===== config.mk =====
export PLATFORM = sky130hd
export DESIGN_NAME = dual_redundancy_role_negotiator
export DESIGN_NICKNAME = d
export VERILOG_FILES = /design/src/design/drrn_pkg.sv /design/src/design/dual_redundancy_role_negotiator.sv /design/src/design/drrn_eval.sv
export SDC_FILE = /design/constraint.sdc
export NUM_CORES = 1
export LEC_CHECK = 0
export ABC_AREA = 1
export BUFFER_PORTS_ARGS = -buffer_cell sky130_fd_sc_hd__clkbuf_2
export CORE_ASPECT_RATIO = 0.5
export CORE_MARGIN = 2
export CORE_UTILIZATION = 49
export CTS_BUF_LIST = sky130_fd_sc_hd__clkbuf_8
export DETAILED_ROUTE_END_ITERATION = 12
export GPL_ROUTABILITY_DRIVEN = 0
export PLACE_DENSITY = 0.76
export SLEW_MARGIN = 10
export SYNTH_ARGS = -nofsm -noshare
export SYNTH_HDL_FRONTEND = slang
export SYNTH_SLANG_ARGS = --single-unit

===== constraint.sdc =====
create_clock -name clk -period 7.4 [get_ports clk]
set_input_delay 1.11 -clock clk [delete_from_list [all_inputs] [get_ports clk]]
set_output_delay 1.11 -clock clk [all_outputs]
set_load 0.02 [all_outputs]

===== src/design/drrn_pkg.sv =====
// Shared types and codes for the dual redundancy role negotiator.
// Used by drrn_eval, the top level and the port checker; no dependencies.
`default_nettype none

package drrn_pkg;

  typedef enum logic [2:0] {
    ROLE_IDLE    = 3'd0,
    ROLE_UNKNOWN = 3'd1,
    ROLE_ONLINE  = 3'd2,
    ROLE_HOT     = 3'd3,
    ROLE_COLD    = 3'd4
  } role_t;

  localparam logic FUNC_FRAME = 1'b0;
  localparam logic FUNC_ROUND = 1'b1;

  localparam int CFG_IDX_W = 8;
  localparam logic [CFG_IDX_W-1:0] CFG_OWN_ID     = 8'd0;
  localparam logic [CFG_IDX_W-1:0] CFG_PARTNER_ID = 8'd1;
  localparam logic [CFG_IDX_W-1:0] CFG_OWN_START  = 8'd2;
  localparam logic [CFG_IDX_W-1:0] CFG_TIMEOUT    = 8'd3;

  localparam int IN_DATA_W  = 136;
  localparam int OUT_DATA_W = 16;

  typedef struct packed {
    logic [31:0] own_id;
    logic [31:0] partner_id;
    logic [63:0] own_startup_ms;
    logic [31:0] lost_timeout_ms;
  } cfg_t;

  typedef struct packed {
    role_t       own_role;
    role_t       partner_role;
    logic        partner_degraded;
    logic [63:0] partner_startup;
    logic [63:0] last_seen_ms;
    logic        partner_seen;
  } state_t;

  typedef struct packed {
    logic        func;
    logic [63:0] now_ms;
    logic [63:0] partner_startup_ms;
    logic        partner_degraded_in;
    logic        own_link_full;
  } item_t;

  typedef struct packed {
    role_t own_role;
    role_t partner_role;
    logic  role_changed;
    role_t tx_role;
    logic  tx_degraded;
  } result_t;

endpackage

`default_nettype wire


===== src/design/dual_redundancy_role_negotiator.sv =====
// Top level of the dual redundancy role negotiator: handshakes, config
// registers, item and result registers. Depends on drrn_pkg and drrn_eval.
//
// Every accepted item gives exactly one result item. An item is taken into an
// input register, evaluated by a single stage that reads and updates the
// negotiation state, and the result lands in an output register, which drives
// out_tvalid. One item per cycle is sustained while out_tready is high, set by
// that one evaluation stage with its state feedback. A result that waits on
// out_tready holds the pipe; the input register still takes one more item.
// Configuration writes are taken at any time (cfg_ready is always high) and
// must only be issued while no item is in flight; indexes above 3 are ignored.
`default_nettype none

module dual_redundancy_role_negotiator
  import drrn_pkg::*;
(
  input  wire logic                  clk,
  input  wire logic                  rst_n,
  input  wire logic                  in_tvalid,
  output logic                       in_tready,
  // [63:0] now_ms, [127:64] partner_startup_ms, [128] partner_degraded_in,
  // [129] own_link_full, rest zero
  input  wire logic [IN_DATA_W-1:0]  in_tdata,
  // [0] func
  input  wire logic                  in_tuser,
  output logic                       out_tvalid,
  input  wire logic                  out_tready,
  // [2:0] own_role, [5:3] partner_role, [6] role_changed, [9:7] tx_role,
  // [10] tx_degraded, rest zero
  output logic [OUT_DATA_W-1:0]      out_tdata,
  input  wire logic                  cfg_valid,
  output logic                       cfg_ready,
  input  wire logic [CFG_IDX_W-1:0]  cfg_index,
  input  wire logic [63:0]           cfg_data
);

  cfg_t    cfg_r;
  state_t  st_r, st_nxt;
  item_t   item_r;
  logic    item_vld_r;
  result_t res_r, res_nxt;
  logic    out_vld_r;
  logic    advance;

  assign cfg_ready = 1'b1;
  assign advance   = item_vld_r && (!out_vld_r || out_tready);
  assign in_tready = !item_vld_r || advance;

  always_ff @(posedge clk) begin
    if (!rst_n) begin
      cfg_r.own_id          <= 32'd0;
      cfg_r.partner_id      <= 32'd1;
      cfg_r.own_startup_ms  <= 64'd0;
      cfg_r.lost_timeout_ms <= 32'd1000;
    end else if (cfg_valid) begin
      case (cfg_index)
        CFG_OWN_ID:     cfg_r.own_id          <= cfg_data[31:0];
        CFG_PARTNER_ID: cfg_r.partner_id      <= cfg_data[31:0];
        CFG_OWN_START:  cfg_r.own_startup_ms  <= cfg_data;
        CFG_TIMEOUT:    cfg_r.lost_timeout_ms <= cfg_data[31:0];
        default: ;
      endcase
    end
  end

  always_ff @(posedge clk) begin
    if (in_tvalid && in_tready) begin
      item_r.func                <= in_tuser;
      item_r.now_ms              <= in_tdata[63:0];
      item_r.partner_startup_ms  <= in_tdata[127:64];
      item_r.partner_degraded_in <= in_tdata[128];
      item_r.own_link_full       <= in_tdata[129];
    end
    if (advance) begin
      res_r <= res_nxt;
    end
  end

  always_ff @(posedge clk) begin
    if (!rst_n) begin
      item_vld_r <= 1'b0;
      out_vld_r  <= 1'b0;
      st_r       <= '{own_role: ROLE_IDLE, partner_role: ROLE_IDLE,
                      partner_degraded: 1'b0, partner_startup: 64'd0,
                      last_seen_ms: 64'd0, partner_seen: 1'b0};
    end else begin
      if (in_tready) begin
        item_vld_r <= in_tvalid;
      end
      if (advance) begin
        out_vld_r <= 1'b1;
        st_r      <= st_nxt;
      end else if (out_tready) begin
        out_vld_r <= 1'b0;
      end
    end
  end

  drrn_eval u_eval (
    .cfg  (cfg_r),
    .cur  (st_r),
    .item (item_r),
    .nxt  (st_nxt),
    .res  (res_nxt)
  );

  assign out_tvalid = out_vld_r;
  assign out_tdata  = {5'd0, res_r.tx_degraded, res_r.tx_role, res_r.role_changed,
                       res_r.partner_role, res_r.own_role};

endmodule

`default_nettype wire


===== src/design/drrn_eval.sv =====
// Role evaluation for one item: next negotiator state and the result item.
// Purely combinational; depends on drrn_pkg.
`default_nettype none

module drrn_eval
  import drrn_pkg::*;
(
  input  cfg_t    cfg,
  input  state_t  cur,
  input  item_t   item,
  output state_t  nxt,
  output result_t res
);

  logic [64:0] age;
  logic        backwards;
  logic        recent;
  logic        own_wins;
  logic        own_degraded;
  role_t       own_standby;
  role_t       partner_standby;

  always_comb begin
    age       = {1'b0, item.now_ms} - {1'b0, cur.last_seen_ms};
    backwards = age[64];
    recent    = cur.partner_seen && !backwards &&
                (age[63:0] < {32'd0, cfg.lost_timeout_ms});
    if (cfg.own_startup_ms != cur.partner_startup) begin
      own_wins = cfg.own_startup_ms < cur.partner_startup;
    end else begin
      own_wins = cfg.own_id < cfg.partner_id;
    end
    own_degraded    = !item.own_link_full;
    partner_standby = own_degraded ? ROLE_COLD : ROLE_HOT;
    own_standby     = cur.partner_degraded ? ROLE_COLD : ROLE_HOT;
  end

  always_comb begin
    nxt              = cur;
    res.role_changed = 1'b0;
    res.tx_role      = cur.own_role;
    res.tx_degraded  = 1'b0;
    if (item.func == FUNC_FRAME) begin
      nxt.partner_startup  = item.partner_startup_ms;
      nxt.partner_degraded = item.partner_degraded_in;
      nxt.last_seen_ms     = item.now_ms;
      nxt.partner_seen     = 1'b1;
    end else begin
      res.tx_degraded = own_degraded;
      if (!cur.partner_seen) begin
        nxt.partner_role = ROLE_IDLE;
      end else if (!recent) begin
        // lost partner; an online side keeps its role
        nxt.partner_role = ROLE_UNKNOWN;
        if (cur.own_role != ROLE_ONLINE) begin
          nxt.own_role = ROLE_UNKNOWN;
        end
      end else if (cur.own_role == ROLE_IDLE || cur.own_role == ROLE_UNKNOWN) begin
        if (own_wins) begin
          nxt.own_role     = ROLE_ONLINE;
          nxt.partner_role = partner_standby;
        end else begin
          nxt.own_role     = own_standby;
          nxt.partner_role = ROLE_ONLINE;
        end
      end else if (cur.own_role == ROLE_ONLINE) begin
        nxt.partner_role = partner_standby;
      end else begin
        nxt.own_role     = own_standby;
        nxt.partner_role = ROLE_ONLINE;
      end
      res.role_changed = (nxt.own_role != cur.own_role) ||
                         (nxt.partner_role != cur.partner_role);
    end
    res.own_role     = nxt.own_role;
    res.partner_role = nxt.partner_role;
  end

endmodule

`default_nettype wire


==> metrics.txt, run 1 <==
Final min period 5.00 ns; clk root buf clkbuf_8; hold_sp st_r[18]; clock slew at reported path FFs 0.07 ns; crit path DAT 5.38 ns; cell family with most CP delay simple AND/OR/NAND/NOR gates; crit share post-route 0.675; Final Hold Fails 0; Fmax 200 MHz; setup-violating endpoint count in the final report 0; Worst Hold Slack 0.458 ns; initial antenna violation count 1; TNS Setup 0 ns; DRT Wirelength 60.4 mm; Cell Area, Synth 24300 um2; Slew Limit Headroom 0.250; peak supply drop 0.111 mV; Mapped Cells 3247; CTS H-tree lvls 3; number of global-route vias before repair 20.0k; Stages on worst setup path 30; critical path class flop to flop; largest net degree at the start of global routing 136; clk_skew 0.0245 ns; total grt overflow 0; top cell type by total area after synthesis dfxtp_1; worst path bufs/invs 3; Comb pwr share 0.179; average size of a mapped cell 7.48 um2; Synth area leaders dfxtp_1 25%, edfxtp_1 18%, nand2_1 11%; critical path launch point type flop; Pwr Density 204 nW/um2; Starting Density 0.498; Ports 233; Die Ht 161 um; LEAKAGE 13.2 nW; detailed-route DRC error count 0; Crit Reg-Reg Startpoint item_r[66]; post-synthesis sequential area ratio 0.421; Post-synth ARST share 0; dpl hpwl 45.7 mm; initial DRC count 1745; cts bufs inserted 66; NetSw 1.68 mW; first-pass GRT wire length 98.9 mm; Detail Route Antenna Nets 0; GRT Overall Usage 0.236; CTS tree built; share of cells above drive strength 1 0.118; die span in x 319 um; Hold-fix buffers, CTS 0; core region area 48700 um2; EDFF count, synth 142; critical path launch point item_r[66]; unrepaired setup endpoints after global routing false; Seq cells post-synth 440; Worst Max-Slew Pin Slew 1.12 ns; # nets final 3852; clock latency at the later pin of the worst-skew pair 0.66 ns; setup bufs post-CTS 0; Post-CTS Resized 0; Die Area 51500 um2; most frequent CP cell nand3_1; CTS Buffer Depth 3; ys flop type dfxtp_1; max_cap viols 0; outcome complete, no violations; worst r2r path cells 30; CP endpoint kind flop; mean routed wirelength per cell 14.6 um; Internal 3.88 mW; row count 57; power share of the clock group 0.349; count of pins over their slew limit 0; Synth top area share 0.246; Max stage delay on crit path 0.43 ns; Required @ worst endpoint 7.79 ns; fillers 4510; input/output buffers 220; clock sink count 440; Crit-path slowest cell fa_1; vias per cell 5.11; HP Class flop to flop; Ys Warns 0; sequential share of power 0.472; worst-path fanout max 5; Via Count 21.2k; synth-to-layout area growth 12.1%; 1st-pass router iterations 6; Distinct cells, synth 46; WHS Path Cells 2; Switching Fraction 0.302
## cells in the final DEF, fill, tap and decap left out, types with 4 or more instances in the layout
| cell type | Yosys | layout |
|---|---|---|
| nor3_1 | 21 | 21 |
| a211oi_1 | 66 | 66 |
| nand4_1 | 27 | 27 |
| o21ai_0 | 261 | 261 |
| nand2_2 | 24 | 24 |
| clkbuf_2 | 0 | 219 |
| nor4_1 | 5 | 4 |
| edfxtp_1 | 142 | 142 |
| ha_1 | 190 | 190 |
| o211ai_1 | 10 | 10 |
| dfxtp_1 | 298 | 298 |
| buf_4 | 6 | 9 |
| conb_1 | 2 | 6 |
| inv_1 | 613 | 645 |
| clkbuf_8 | 0 | 76 |
| xor2_1 | 29 | 29 |
| nand3b_1 | 8 | 8 |
| nand3_2 | 8 | 9 |
| nor3_2 | 5 | 5 |
| nor2_2 | 26 | 26 |
| o21bai_1 | 6 | 6 |
| nor2_1 | 193 | 193 |
| inv_2 | 18 | 18 |
| nand2_1 | 724 | 723 |
| nand3_1 | 92 | 91 |
| a21oi_1 | 349 | 349 |
## synth_stat cells (all sizes together), types with 2 or more instances
cell    number
a211oi      66
a21boi       2
a21o         2
a21oi      349
and2         3
buf         14
clkbuf      87
clkinv       2
conb         2
dfxtp      298
edfxtp     142
ha         190
inv        631
nand2      748
nand3      100
nand3b      10
nand4       27
nor2       222
nor3        27
nor4         7
o211ai      10
o21a         2
o21ai      264
o21bai       6
xor2        29
## area by class of cell
| type | count | area [um2] | share of cell area |
|---|---|---|---|
| multi-input cells | 2077 | 11300 | 0.416 |
| flip-flops and latches | 440 | 10200 | 0.376 |
| inverters | 633 | 2380 | 0.0874 |
| repair buffers | 229 | 1180 | 0.0435 |
| clock buffers | 76 | 1050 | 0.0384 |
| well taps | 649 | 812 | 0.0298 |
| clock inverters | 45 | 243 | 0.00892 |
| diodes | 1 | 2.50 | 0.0000920 |
## worst reg2reg max path: cells and delay by family (launching register included)
kind / cells / cell delay, ns
compound gates: 1 / 0.29
fa+ha+maj: 3 / 0.95
xor+xnor: 1 / 0.40
simple gates: 22 / 2.52
buf+inv: 3 / 0.23
flops: 1 / 0.35
## power by group through the flow
stage | registers, mW | clock network, mW | logic, mW
final | 2.62 | 1.94 | 0.997
after global routing | 2.63 | 2.12 | 1.13
after CTS | 2.62 | 1.99 | 0.981
after detailed placement | 2.67 | 0 | 0.976
after global placement | 2.67 | 0 | 0.953
after floorplan | 2.67 | 0 | 0.680
## state kept, by name (all words and copies together) (netlist names)
name,count
item_r,131
out_tdata,11
out_tvalid,1
cfg_r,160
item_vld_r,1
st_r,136
## kinds of logic (layout without fill, tap and decap cells)
group / count (synthesis) / after routing / synth area share
AO/OA/AOI/OAI: 702 / 702 / 0.154
XOR/XNOR: 30 / 30 / 0.0108
adder cells (fa/ha/maj): 191 / 191 / 0.0987
buffers and inverters: 734 / 983 / 0.114
flip-flops: 440 / 440 / 0.421
other: 2 / 7 / 0.000309
AND/OR/NAND/NOR: 1148 / 1148 / 0.200
## worst paths after layout
kind	slack, ns	to
max	2.40	out_tdata[6]
min	0.46	st_r[18]
max reg2reg	2.40	out_tdata[6]
min reg2reg	0.46	st_r[18]
## through the flow
stage                     cells   util  total power [mW]  cell area (um2)  setup slack [ns]
after global routing       4150  0.559              5.87            27200              2.07
after detailed placement   4028  0.532              3.65            25900              2.67
after global placement     4028  0.532              3.62            25900              2.72
after floorplan            3251      -              3.35            24300              2.91
final                      4150  0.559              5.56            27200              2.40
after CTS                  4149  0.559              5.59            27200              2.64
## routing by layer
metal / wire length [um] / part of all wire / global-route usage
met3: 4090 / 0.068 / 0.0455
met5: 0 / 0 / 0
met4: 1320 / 0.022 / 0.0668
met2: 28300 / 0.47 / 0.397
met1: 26700 / 0.44 / 0.310
Power figures use the tool's default switching activity.
==> run 2, diff against run 1 <==
==> constraint.sdc (replaced) <==
create_clock -name clk -period 5.05 [get_ports clk]
set_input_delay 0.7575 -clock clk [delete_from_list [all_inputs] [get_ports clk]]
set_output_delay 0.7575 -clock clk [all_outputs]
set_load 0.02 [all_outputs]
==> metrics.txt, run 2 (same netlist as run 1, synthesis figures left out) <==
outcome complete, no violations; Required @ worst endpoint 5.45 ns; Slew Limit Headroom 0.295; max reg flops 160; Final Hold Fails 0; TNS Setup 0 ns; vias per cell 5.09; cell family with most CP delay simple AND/OR/NAND/NOR gates; PnR worst setup slack 0.382 ns; critical path launch point type flop; CTS H-tree lvls 2; die span in x 319 um; crit share post-route 0.924; worst-path fanout max 5; area post-placement 26000 um2; DP Worst Slack 0.451 ns; LEAKAGE 13.1 nW; core region area 48700 um2; GRT Overall Usage 0.233; 1st-pass router iterations 5; row count 57; final instance area 27200 um2; number of global-route vias before repair 20.3k; setup-violating endpoint count in the final report 0; Die Ht 161 um; Via Count 21.1k; count of pins over their slew limit 0; clk_skew 0.0200 ns; CP endpoint kind flop; max_cap viols 0; Layout Cells excl Fill 4147; Starting Density 0.498; Detail Route Antenna Nets 0; critical path class flop to flop; fillers 4556; DRT Wirelength 60.3 mm; Ports 233; clk root buf clkbuf_8; clock sink count 440; input/output buffers 220; Crit-path slowest cell fa_1; cts bufs inserted 61; most frequent cells in the layout 723 x nand2_1, 633 x inv_1, 349 x a21oi_1, 298 x dfxtp_1, 261 x o21ai_0; unrepaired setup endpoints after global routing false; # nets final 3851; Biggest register cfg_r; share of cells above drive strength 1 0.117; largest net degree at the start of global routing 137; fin util 0.558; dpl cells 4032; first-pass GRT wire length 98.2 mm; clock slew at reported path FFs 0.07 ns; synth-to-layout area growth 12.0%; Max stage delay on crit path 0.42 ns; dpl hpwl 46.0 mm; clock latency at the later pin of the worst-skew pair 0.66 ns; most common cell after layout, fill and taps aside nand2_1; Fmax 214 MHz; mean routed wirelength per cell 14.5 um; Worst Hold Slack 0.264 ns; detailed-route DRC error count 0; Pwr Density 297 nW/um2; CTS Buffer Depth 3; Worst Max-Slew Pin Slew 1.06 ns; PnR Total Power 8.07 mW; worst path bufs/invs 5; total grt overflow 0; setup bufs post-CTS 0; HP Class input port to flop; top flop regs cfg_r x160, st_r x136, item_r x131; Final min period 4.67 ns; initial DRC count 1688; most frequent CP cell nand2_1; Die Area 51500 um2; CTS tree built; peak supply drop 0.151 mV; initial antenna violation count 2; crit path DAT 5.07 ns
-- run 2: cell types whose count changed in the layout (fill, tap and decap cells not counted), moves of 2 or more --
cell	change
buf_4	+3
bufinv_16	+2
clkbuf_8	-5
clkinv_1	+12
clkinvlp_4	-2
inv_1	-12
-- run 2: final timing paths --
kind | start | depth (start not counted) | to | slack (ns)
worst max register to register | item_r[66] | 34 | out_tdata[6] | 0.38
worst max-delay path | item_r[66] | 34 | out_tdata[6] | 0.38
worst min register to register | st_r[57] | 2 | st_r[57] | 0.46
worst min-delay path | in_tdata[111] | 1 | item_r[49] | 0.26
-- run 2: power breakdown --
| part | internal [mW] | switching [mW] | total, mW | leakage [nW] |
|---|---|---|---|---|
| Sequential | 3.79 | 0.0475 | 3.84 | 3.80 |
| Clock | 1.39 | 1.38 | 2.77 | 0.701 |
| Combinational | 0.486 | 0.979 | 1.47 | 8.63 |
-- run 2: area by class of cell --
cell class / count / area [um2] / share of cell area
Multi-Input combinational cell: 2077 / 11300 / 0.416
Sequential cell: 440 / 10200 / 0.376
Inverter: 633 / 2380 / 0.0875
Timing Repair Buffer: 233 / 1230 / 0.0451
Clock buffer: 71 / 977 / 0.0359
Tap cell: 649 / 812 / 0.0299
Clock inverter: 42 / 240 / 0.00884
Antenna cell: 2 / 5.00 / 0.000184
-- run 2: layer usage --
| layer | track usage | share of wire |
|---|---|---|
| met1 | 0.298 | 0.45 |
| met2 | 0.396 | 0.46 |
| met3 | 0.0445 | 0.063 |
| met4 | 0.0793 | 0.029 |
| met5 | 0 | 0 |
-- run 2: what timing repair did --
item / in CTS / in global routing
resized for setup: 0 / 1
endpoints found under the setup margin: 0 / 1
hold endpoints to repair: 0 / 0
hold buffers: 0 / 0
==> run 3, diff against run 2 <==
--- a/config.mk
+++ b/config.mk
@@ -5,7 +5,7 @@
 export SDC_FILE = /design/constraint.sdc
 export NUM_CORES = 1
 export LEC_CHECK = 0
-export ABC_AREA = 1
+export ABC_AREA = 0
 export BUFFER_PORTS_ARGS = -buffer_cell sky130_fd_sc_hd__clkbuf_2
 export CORE_ASPECT_RATIO = 0.5
 export CORE_MARGIN = 2
==> metrics.txt, run 3 <==
outcome finished with violations; failing checks setup timing; Ys Warns 0; metal2 WL 27.9 mm; Crit-path slowest cell or4_4; LEAKAGE 10.1 nW; # nets final 3327; initial antenna violation count 2; clk_skew 0.0347 ns; count of pins over their slew limit 0; core region area 46900 um2; cts bufs inserted 66; dpl hpwl 42.3 mm; crit path DAT 5.62 ns; clock sink count 440; mean routed wirelength per cell 16.3 um; Required @ worst endpoint 5.45 ns; DRT Wirelength 59.1 mm; top cell type by total area after synthesis dfxtp_1; HP Class input port to flop; 1st-pass router iterations 8; Mapped Cells 2698; PnR Total Power 7.89 mW; initial DRC count 1739; Biggest register cfg_r; Pwr Density 294 nW/um2; CTS H-tree lvls 3; critical path class flop to flop; crit share post-route 1.03; ys flop type dfxtp_1; met1 wire length 25.7 mm; Synth top area share 0.255; EDFF count, synth 142; share of cells above drive strength 1 0.149; setup-violating endpoint count in the final report 8; Worst Hold Slack 0.282 ns; CTS tree built; most common cell after layout, fill and taps aside nand2_1; input/output buffers 220; CTS Buffer Depth 3; Detail Route Antenna Nets 0; vias per cell 5.45; worst-path fanout max 6; clock slew at reported path FFs 0.07 ns; average size of a mapped cell 8.67 um2; commonest cells in the netlist 682 x nand2_1, 298 x dfxtp_1, 285 x a21boi_0, 210 x inv_1, 190 x ha_1; clk root buf clkbuf_8; setup slack, reg-to-reg -0.17 ns; Die Area 49600 um2; Die Ht 158 um; Cell Area, Synth 23400 um2; Worst Max-Slew Pin Slew 1.14 ns; Max stage delay on crit path 0.45 ns; clock latency at the later pin of the worst-skew pair 0.64 ns; Slew Limit Headroom 0.218; Via Count 19.7k; max_cap viols 0; most frequent cell after synthesis nand2_1; top flop regs cfg_r x160, st_r x136, item_r x131; Final min period 5.22 ns; Ports 233; Seq cells post-synth 440; max reg flops 160; first-pass GRT wire length 95.1 mm; peak supply drop 0.225 mV; unrepaired setup endpoints after global routing true; largest net degree at the start of global routing 145; critical path launch point type flop; post-synthesis sequential area ratio 0.438; Fmax 192 MHz; Max Used Layer met4; Starting Density 0.498; CP endpoint kind flop; total grt overflow 0; Distinct cells, synth 78; Synth area leaders dfxtp_1 26%, edfxtp_1 18%, nand2_1 11%; number of global-route vias before repair 18.9k; Final Hold Fails 0; GRT Overall Usage 0.236; Post-synth ARST share 0; die span in x 313 um; most frequent CP cell nor2_1; met3 wire length 3.65 mm; most frequent cells in the layout 680 x nand2_1, 298 x dfxtp_1, 284 x a21boi_0, 228 x inv_1, 219 x clkbuf_2; detailed-route DRC error count 0; Hold-fix buffers, CTS 0; row count 56; PnR worst setup slack -0.168 ns; synth-to-layout area growth 14.8%
run 3: cell count changes after synthesis, sizes merged, moves of 48 or more:
| cell | change |
|---|---|
| o21ai | -169 |
| nand3 | -77 |
| a211oi | -48 |
| nand2 | -64 |
| a21boi | +286 |
| a21oi | -217 |
| nor2 | -138 |
| inv | -421 |
run 3: final cells by class:
type | instances | area [um2]
clock buffer | 71 | 977
timing repair buffer | 293 | 1700
fill | 4197 | 20100
sequential | 440 | 10200
inverter | 212 | 796
clock inverter | 51 | 340
antenna | 2 | 5.00
multi-input combinational | 1909 | 12000
tap | 638 | 798
run 3: per-stage QoR:
| stage | setup slack (ns) | setup TNS, ns | area (um2) | util | cells |
|---|---|---|---|---|---|
| 4_1_cts | -0.165 | -0.608 | 26700 | 0.569 | 3610 |
| 3_3_place_gp | -0.238 | -1.02 | 25200 | 0.538 | 3479 |
| 5_1_grt | -0.398 | -3.73 | 26800 | 0.572 | 3616 |
| 6_report | -0.168 | -0.722 | 26800 | 0.572 | 3616 |
| 3_5_place_dp | -0.378 | -2.65 | 25200 | 0.538 | 3479 |
| 2_1_floorplan | 0.0234 | 0 | 23400 | - | 2702 |
run 3: layer usage:
| metal | up-vias | GRT usage |
|---|---|---|
| li1 | 9733 | - |
| met1 | 9235 | 0.301 |
| met2 | 613 | 0.405 |
| met3 | 136 | 0.0418 |
| met4 | 0 | 0.0868 |
| met5 | - | 0 |
run 3: final timing paths:
kind | startpoint | endpoint | depth (start not counted)
worst max-delay path | item_r[67] | out_tdata[6] | 28
worst min register to register | st_r[101] | st_r[101] | 2
worst min-delay path | in_tdata[93] | item_r[31] | 1
worst max register to register | item_r[67] | out_tdata[6] | 28
run 3: logic make-up (layout without fill, tap and decap cells):
kind of cell | count (synthesis) | after routing | share of synthesized area
xor gates and xnor gates | 44 | 44 | 0.0165
AOI/OAI and AO/OA | 694 | 694 | 0.204
muxes | 10 | 10 | 0.00466
DFF | 440 | 440 | 0.438
adders and majority gates | 191 | 191 | 0.103
other | 2 | 8 | 0.000321
buffers and inverters | 353 | 627 | 0.0588
and+or+nand+nor | 964 | 964 | 0.176
run 3: timing repair:
action	in CTS	in global routing
buffers inserted	9	4
gates resized for setup	23	18
setup endpoints to repair	13	13
pin swaps	29	23
run 3: where the power goes:
group / leakage, nW / internal [mW] / switching, mW / total [mW]
logic: 5.60 / 0.450 / 0.668 / 1.12
clock network: 0.750 / 1.48 / 1.47 / 2.95
registers: 3.80 / 3.77 / 0.0554 / 3.82
run 3: critical path, delay by kind of cell (launching register included):
family | cells | cell delay, ns
XOR/XNOR | 1 | 0.16
AND/OR/NAND/NOR | 13 | 2.01
buffers and inverters | 2 | 0.28
AO/OA/AOI/OAI | 10 | 1.58
adder cells (fa/ha/maj) | 2 | 0.54
flip-flops | 1 | 0.38
